`config.mk`:
```
export PLATFORM = sky130hd
export DESIGN_NAME = console_number_to_ascii_emitter
export DESIGN_NICKNAME = d
export VERILOG_FILES = /design/src/rtl/core/cna_pkg.sv /design/src/rtl/core/cna_bcd_conv.sv /design/src/rtl/core/console_number_to_ascii_emitter.sv
export SDC_FILE = /design/constraint.sdc
export NUM_CORES = 1
export LEC_CHECK = 0
export BUFFER_PORTS_ARGS = -buffer_cell sky130_fd_sc_hd__buf_2
export CORE_ASPECT_RATIO = 0.6
export CORE_MARGIN = 10
export CORE_UTILIZATION = 60
export CTS_BUF_LIST = sky130_fd_sc_hd__clkbuf_16
export DETAILED_ROUTE_END_ITERATION = 7
export PLACE_DENSITY = 0.82
export SLEW_MARGIN = 20
export SYNTH_ARGS = -nofsm -noshare
export SYNTH_HDL_FRONTEND = slang
export SYNTH_SLANG_ARGS = --single-unit
```
`constraint.sdc`:
```
create_clock -name clk -period 6.9 [get_ports clk]
set_input_delay 0.345 -clock clk [delete_from_list [all_inputs] [get_ports clk]]
set_output_delay 0.345 -clock clk [all_outputs]
set_load 0.005 [all_outputs]
```
`src/rtl/core/cna_pkg.sv`:
```
// ----------------------------------------------------------------------------
// cna_pkg
// Shared types and constants for the console number-to-ascii emitter.
// ----------------------------------------------------------------------------
package cna_pkg;

  typedef logic [1:0] opcode_t;
  typedef logic [7:0] byte_t;

  localparam opcode_t OP_CHAR = 2'd0;
  localparam opcode_t OP_HEX  = 2'd1;
  localparam opcode_t OP_DEC  = 2'd2;

  localparam byte_t ASCII_LF   = 8'h0A;
  localparam byte_t ASCII_CR   = 8'h0D;
  localparam byte_t ASCII_ZERO = 8'h30;
  localparam byte_t ASCII_X    = 8'h78;

  typedef enum logic [3:0] {
    ST_IDLE,
    ST_CR,
    ST_CHAR,
    ST_HEX0,
    ST_HEXX,
    ST_HEXDIG,
    ST_DECCONV,
    ST_DECSKIP,
    ST_DECDIG
  } state_t;

  // nibble to lower-case hex/decimal digit character
  function automatic byte_t digit_char(input logic [3:0] nib);
    byte_t c;
    case (nib)
      4'h0: c = 8'h30;
      4'h1: c = 8'h31;
      4'h2: c = 8'h32;
      4'h3: c = 8'h33;
      4'h4: c = 8'h34;
      4'h5: c = 8'h35;
      4'h6: c = 8'h36;
      4'h7: c = 8'h37;
      4'h8: c = 8'h38;
      4'h9: c = 8'h39;
      4'ha: c = 8'h61;
      4'hb: c = 8'h62;
      4'hc: c = 8'h63;
      4'hd: c = 8'h64;
      4'he: c = 8'h65;
      4'hf: c = 8'h66;
      default: c = 8'h30;
    endcase
    return c;
  endfunction

endpackage

```
`src/rtl/core/cna_bcd_conv.sv`:
```
// ----------------------------------------------------------------------------
// cna_bcd_conv
// Shift-and-add-3 binary to bcd converter, one value bit per cycle.
// ----------------------------------------------------------------------------
module cna_bcd_conv #(
  parameter int VALUE_WIDTH = 64,
  parameter int NDEC        = 20
) (
  input  logic                   clk,
  input  logic                   rst_n,
  input  logic                   start,
  input  logic [VALUE_WIDTH-1:0] value,
  output logic                   done,
  output logic [NDEC*4-1:0]      bcd
);
  import cna_pkg::*;

  localparam int CW = $clog2(VALUE_WIDTH + 1);

  logic                   busy_r;
  logic                   done_r;
  logic [CW-1:0]          cnt_r;
  logic [VALUE_WIDTH-1:0] val_r;
  logic [NDEC*4-1:0]      bcd_r;
  logic [NDEC*4-1:0]      adj;

  // add 3 to every digit of 5 or more before the shift
  always_comb begin
    for (int i = 0; i < NDEC; i++) begin
      if (bcd_r[i*4 +: 4] >= 4'd5) begin
        adj[i*4 +: 4] = bcd_r[i*4 +: 4] + 4'd3;
      end else begin
        adj[i*4 +: 4] = bcd_r[i*4 +: 4];
      end
    end
  end

  always_ff @(posedge clk) begin
    if (!rst_n) begin
      busy_r <= 1'b0;
      done_r <= 1'b0;
      cnt_r  <= '0;
    end else begin
      done_r <= 1'b0;
      if (start) begin
        busy_r <= 1'b1;
        cnt_r  <= CW'(VALUE_WIDTH);
      end else if (busy_r) begin
        cnt_r <= cnt_r - CW'(1);
        if (cnt_r == CW'(1)) begin
          busy_r <= 1'b0;
          done_r <= 1'b1;
        end
      end
    end
  end

  always_ff @(posedge clk) begin
    if (start) begin
      val_r <= value;
      bcd_r <= '0;
    end else if (busy_r) begin
      val_r <= val_r << 1;
      bcd_r <= {adj[NDEC*4-2:0], val_r[VALUE_WIDTH-1]};
    end
  end

  assign done = done_r;
  assign bcd  = bcd_r;

endmodule

```
`src/rtl/core/console_number_to_ascii_emitter.sv`:
```
// ----------------------------------------------------------------------------
// console_number_to_ascii_emitter
// Turns print requests into a run of ascii bytes for a serial transmitter.
// ----------------------------------------------------------------------------
// One request is taken at a time; in_stall stays high until its last byte has
// been loaded into the output register. A character request gives one byte
// (two for a line feed, sent as carriage return then line feed). A hex request
// gives "0x" and (VALUE_WIDTH+3)/4 digits, one per cycle while out_stall is
// low. A decimal request first runs the shift-and-add-3 converter, then drops
// leading zeros (keeping at least one digit) and sends the digits that remain,
// one per cycle while out_stall is low. Opcode 3 is taken and gives no bytes.
// Only the low VALUE_WIDTH bits of in_value are used.
module console_number_to_ascii_emitter #(
  parameter int VALUE_WIDTH = 64
) (
  input  logic                 clk,
  input  logic                 rst_n,
  input  logic                 in_valid,
  output logic                 in_stall,
  input  cna_pkg::opcode_t     in_opcode,
  input  cna_pkg::byte_t       in_character,
  input  logic [63:0]          in_value,
  output logic                 out_valid,
  input  logic                 out_stall,
  output cna_pkg::byte_t       out_byte,
  output logic                 out_last
);
  import cna_pkg::*;

  localparam int NDEC = (VALUE_WIDTH * 30103) / 100000 + 1;
  localparam int NHEX = (VALUE_WIDTH + 3) / 4;
  localparam int DW   = NDEC * 4;
  localparam int HW   = NHEX * 4;
  localparam int NCW  = $clog2(NDEC + 1);

  state_t           state_r, state_nxt;
  logic [DW-1:0]    digits_r, digits_nxt;
  logic [NCW-1:0]   cnt_r, cnt_nxt;
  byte_t            char_r, char_nxt;
  logic             out_valid_r;
  byte_t            out_byte_r;
  logic             out_last_r;

  logic             accept;
  logic             emit_ok;
  logic             emit;
  byte_t            emit_byte;
  logic             emit_last;
  logic             conv_start;
  logic             conv_done;
  logic [DW-1:0]    conv_bcd;
  logic [HW-1:0]    hex_val;
  logic [3:0]       top_nib;
  logic             last_digit;

  assign accept     = in_valid && (state_r == ST_IDLE);
  assign emit_ok    = !out_valid_r || !out_stall;
  assign hex_val    = HW'(in_value[VALUE_WIDTH-1:0]);
  assign top_nib    = digits_r[DW-1 -: 4];
  assign last_digit = (cnt_r == NCW'(1));
  assign conv_start = accept && (in_opcode == OP_DEC);

  cna_bcd_conv #(
    .VALUE_WIDTH (VALUE_WIDTH),
    .NDEC        (NDEC)
  ) u_conv (
    .clk   (clk),
    .rst_n (rst_n),
    .start (conv_start),
    .value (in_value[VALUE_WIDTH-1:0]),
    .done  (conv_done),
    .bcd   (conv_bcd)
  );

  // byte produced by the current state
  always_comb begin
    emit      = 1'b0;
    emit_byte = ASCII_ZERO;
    emit_last = 1'b0;
    case (state_r)
      ST_CR: begin
        emit      = emit_ok;
        emit_byte = ASCII_CR;
      end
      ST_CHAR: begin
        emit      = emit_ok;
        emit_byte = char_r;
        emit_last = 1'b1;
      end
      ST_HEX0: begin
        emit      = emit_ok;
        emit_byte = ASCII_ZERO;
      end
      ST_HEXX: begin
        emit      = emit_ok;
        emit_byte = ASCII_X;
      end
      ST_HEXDIG, ST_DECDIG: begin
        emit      = emit_ok;
        emit_byte = digit_char(top_nib);
        emit_last = last_digit;
      end
      default: begin
        emit = 1'b0;
      end
    endcase
  end

  // next state
  always_comb begin
    state_nxt = state_r;
    case (state_r)
      ST_IDLE: begin
        if (accept) begin
          case (in_opcode)
            OP_CHAR: state_nxt = (in_character == ASCII_LF) ? ST_CR : ST_CHAR;
            OP_HEX:  state_nxt = ST_HEX0;
            OP_DEC:  state_nxt = ST_DECCONV;
            default: state_nxt = ST_IDLE;
          endcase
        end
      end
      ST_CR:      if (emit) state_nxt = ST_CHAR;
      ST_CHAR:    if (emit) state_nxt = ST_IDLE;
      ST_HEX0:    if (emit) state_nxt = ST_HEXX;
      ST_HEXX:    if (emit) state_nxt = ST_HEXDIG;
      ST_HEXDIG, ST_DECDIG: begin
        if (emit && last_digit) state_nxt = ST_IDLE;
      end
      ST_DECCONV: if (conv_done) state_nxt = ST_DECSKIP;
      ST_DECSKIP: begin
        if (last_digit || top_nib != 4'd0) state_nxt = ST_DECDIG;
      end
      default:    state_nxt = ST_IDLE;
    endcase
  end

  // digit register and counters
  always_comb begin
    digits_nxt = digits_r;
    cnt_nxt    = cnt_r;
    char_nxt   = char_r;
    case (state_r)
      ST_IDLE: begin
        if (accept) begin
          char_nxt   = in_character;
          // hex digits left-aligned in the digit register
          digits_nxt = DW'(hex_val) << (DW - HW);
          cnt_nxt    = NCW'(NHEX);
        end
      end
      ST_HEXDIG, ST_DECDIG: begin
        if (emit) begin
          digits_nxt = digits_r << 4;
          cnt_nxt    = cnt_r - NCW'(1);
        end
      end
      ST_DECCONV: begin
        if (conv_done) begin
          digits_nxt = conv_bcd;
          cnt_nxt    = NCW'(NDEC);
        end
      end
      ST_DECSKIP: begin
        // drop leading zeros, keep at least one digit
        if (!last_digit && top_nib == 4'd0) begin
          digits_nxt = digits_r << 4;
          cnt_nxt    = cnt_r - NCW'(1);
        end
      end
      default: begin
        cnt_nxt = cnt_r;
      end
    endcase
  end

  always_ff @(posedge clk) begin
    if (!rst_n) begin
      state_r     <= ST_IDLE;
      out_valid_r <= 1'b0;
    end else begin
      state_r <= state_nxt;
      if (emit) begin
        out_valid_r <= 1'b1;
      end else if (!out_stall) begin
        out_valid_r <= 1'b0;
      end
    end
  end

  always_ff @(posedge clk) begin
    digits_r <= digits_nxt;
    cnt_r    <= cnt_nxt;
    char_r   <= char_nxt;
    if (emit) begin
      out_byte_r <= emit_byte;
      out_last_r <= emit_last;
    end
  end

  assign in_stall  = (state_r != ST_IDLE);
  assign out_valid = out_valid_r;
  assign out_byte  = out_byte_r;
  assign out_last  = out_last_r;

endmodule
```
==> metrics.log <==
INFO  metric vias_in_the_first_global_route = about 9600
INFO  metric place_inst = around 1600
INFO  metric worst_hold_path_type = in -> reg
INFO  metric syn-mean-instance-area = 9.65 um^2
INFO  metric critical_path.startpoint = state_r[1]$_SDFFE_PN0P_
INFO  metric share_of_post_route_cells_with_drive_strength_above_1 = 10.9%
INFO  metric grt_total_ovfl = 0
INFO  metric worst-slew-pin-transition = between 900 and 1000 ps
INFO  metric synth_cells = 1334
INFO  metric synth_enable_flop_cells = about 170
INFO  metric clkTransAtPathRegs = 60 ps
INFO  metric clock-skew-final = 14.9 ps
INFO  metric numClockSinks = 266
INFO  metric port_buffers = 88
INFO  metric vias = 10200
INFO  metric cts.root.buffer_cell = clkbuf_16
INFO  metric chipWidth = 209 um
INFO  metric hold_start = in_character[6]
INFO  metric antenna-diode-count = 0
INFO  metric cp.buffers_inverters = 2
INFO  metric layout-area-overhead-vs-synth = 11.8%
INFO  metric finalWeightedCongestion = 0.871
INFO  metric status = finished clean
INFO  metric drt-wirelength-per-cell = 18.4 um
INFO  metric totalNegativeSetupSlack = 0 ps
INFO  metric wl_met2 = 13.2 mm
INFO  metric cp_top_family = simple AND/OR/NAND/NOR gates
INFO  metric design_power_total = 6300 uW
INFO  metric instances_no_fill = 1688
INFO  metric cts_inserted_buffers = 25
INFO  metric layout_min_cycle_time = 3700 ps
INFO  metric floorplan.io_pins = 89
INFO  metric critical_path.slowest_cell = nand2_2
INFO  metric vdd_ir_drop_max = ~0.00026 V
INFO  metric cp.required = 7060 ps
INFO  metric synth-async-reset-ratio = 0%
INFO  metric leakage = 0.00566 uW
INFO  metric global_route_wire_length_before_repair = approximately 50 mm
INFO  metric max-clock-path-buffers = 3
INFO  metric die_area = 27900 um^2
INFO  metric grt_setup_unrepaired = false
INFO  metric ctsHtreeMaxLevel = 1
INFO  metric ant_nets = 0
INFO  metric layout_cell_area_excl_fill = approximately 14000 um^2
INFO  metric core_region_area = approximately 21000 um^2
INFO  metric post_synth_num_cell_types = 50
INFO  metric ys.warnings.count = 0
INFO  metric timing.critical_path.cells = nor4_1, and2_1, nand2_2, buf_4, nand2_2, buf_4
INFO  metric arrival = 3860 ps
INFO  metric netlist_top_cells_area = edfxtp_1, dfxtp_1, nand2_1
INFO  metric max_freq = 0.270 GHz
INFO  metric setup_viol = 0
INFO  metric grt_max_degree = 102
INFO  metric finalNetCount = 1518
INFO  metric cts_tree = done
INFO  metric grt_util_all_layers = a little over a fifth
INFO  metric syn-num-nets = 1462
INFO  metric overall_die_height = 133 um
INFO  metric totalWireLength = 31.1 mm
INFO  metric netlist_area = 12900 um^2
INFO  metric timing_max_transition_violations_final = 0
INFO  metric routed_via_density = 6.02
INFO  metric hold_viol_final = 0
INFO  metric drtPass1Iterations = 5
INFO  metric worst-setup-path-type = reg -> reg
INFO  metric end_kind = register
INFO  metric detailed_route_drc_error_count = 0
INFO  metric yosysTopAreaCell = edfxtp_1
INFO  metric wl_met1 = 14.6 mm
INFO  metric place_hpwl = 20.1 mm
INFO  metric rr_startpoint = state_r[1]$_SDFFE_PN0P_
INFO  metric detailroute.wirelength.met3 = 2.76 mm
INFO  metric post_dp_area = 13500 um^2
INFO  metric seq_area_frac_synth = 54.3%
INFO  metric floorplan.initialDensity = 61.2%
INFO  metric routed.top_layer = met4
INFO  metric clock_latency_on_the_worst_skew_pair = 530 ps
INFO  metric post-cts-setup-buffers = 0
INFO  metric hold_ws = 22.1 ps
INFO  metric initial_antenna_violation_count = 0
INFO  metric relSlewSlack = 35.7%
INFO  metric ys_ff_latch = 266
INFO  metric detail_route.iter0.violations = 1094
INFO  metric critPathLaunchType = register
INFO  metric fin_crit_sh = 53.7%
INFO  metric timing.critical_path.fanout_max = 67
INFO  metric postSynth.topFlopCell = edfxtp_1
INFO  metric synth.top_cell.area_share = 38.7%
INFO  metric critical_path.max_stage_delay = 630 ps
INFO  metric placement_rows = 41
INFO  metric power_density = 438 nW/um^2
INFO  metric maxCapViolCount = 0
==> flip-flops by register name (all words and copies together), names as in the netlist, named ones only <==
register,count
digits_r,80
u_conv.bcd,80
u_conv.val_r,64
char_r,8
out_byte,8
u_conv.cnt_r,7
cnt_r,5
state_r,4
out_last,1
out_valid,1
u_conv.busy_r,1
u_conv.done,1
==> where the power goes <==
part	internal (uW)	total [uW]	switching [uW]
sequential	2470	2910	436
clock	810	1400	594
combinational	750	1990	1240
==> cell families (layout without fill, tap and decap cells) <==
| family | after synthesis | in the layout | share of synthesized area, % |
|---|---|---|---|
| AND/OR/NAND/NOR | 552 | 552 | 18.6 |
| AO/OA/AOI/OAI | 278 | 278 | 14.1 |
| flip-flops | 266 | 266 | 54.3 |
| buffers and inverters | 127 | 202 | 3.72 |
| adder cells (fa/ha/maj) | 50 | 50 | 4.86 |
| XOR/XNOR | 31 | 31 | 2.11 |
| multiplexers | 30 | 30 | 2.35 |
==> Yosys cell counts, drive strengths merged (4+ instances only) <==
cell type    n
nand2      310
edfxtp     166
nor2       104
dfxtp      100
a21oi       92
o21ai       70
clkbuf      68
inv         52
ha          50
nor3        43
a221o       34
a22oi       32
mux2i       28
nand2b      26
xnor2       25
nand3       22
a211oi      18
nor3b       18
a22o        12
and2         8
buf          6
xor2         6
a21boi       4
nor2b        4
==> final timing paths <==
check	endpoint	slack [ps]	depth (start not counted)
worst max-delay path	u_conv.val_r[2]$_DFFE_PP_	3200	6
worst min-delay path	char_r[6]$_DFFE_PP_	20	1
worst max register to register	u_conv.val_r[2]$_DFFE_PP_	3200	6
worst min register to register	u_conv.bcd[79]$_SDFFE_PP0P_	470	2
==> metal layers <==
metal  global-route usage (%)  vias up
met5                        0        -
met4                     4.66        0
met3                     3.36       50
met2                     30.9      479
met1                     33.3     4833
li1                         -     4798
==> metrics by stage <==
step	utilization, %	setup WS, ps
after floorplan	-	1970
after global placement	64.2	3390
after detailed placement	64.2	3260
after CTS	68.2	3240
after global routing	68.4	2970
final	68.4	3200
==> what timing repair did <==
item                                    in CTS  in global routing
endpoints found under the setup margin       0                  0
hold buffers                                 2                  1
resized for setup                            0                  0
endpoints found under the hold margin        2                  1
==> cells in the final DEF, fill, tap and decap left out, drive strengths merged, types with 12 or more instances in the layout <==
| master | n |
|---|---|
| mux2i | 28 |
| nor3b | 18 |
| nand3 | 22 |
| edfxtp | 166 |
| nor2 | 104 |
| clkinv | 12 |
| inv | 58 |
| xnor2 | 25 |
| nand2b | 26 |
| a22o | 12 |
| ha | 50 |
| a22oi | 32 |
| a21oi | 92 |
| buf | 100 |
| dfxtp | 100 |
| nor3 | 43 |
| a211oi | 18 |
| clkbuf | 25 |
| a221o | 34 |
| nand2 | 310 |
| o21ai | 70 |
==> final cells by class <==
type	instances	area [um^2]
Tap cell	279	349
Timing Repair Buffer	103	584
Fill cell	1617	6640
Clock inverter	21	200
Multi-Input combinational cell	941	5440
Clock buffer	25	626
Inverter	53	199
Sequential cell	266	6990
No activity file was read; power rests on OpenSTA's default activity.
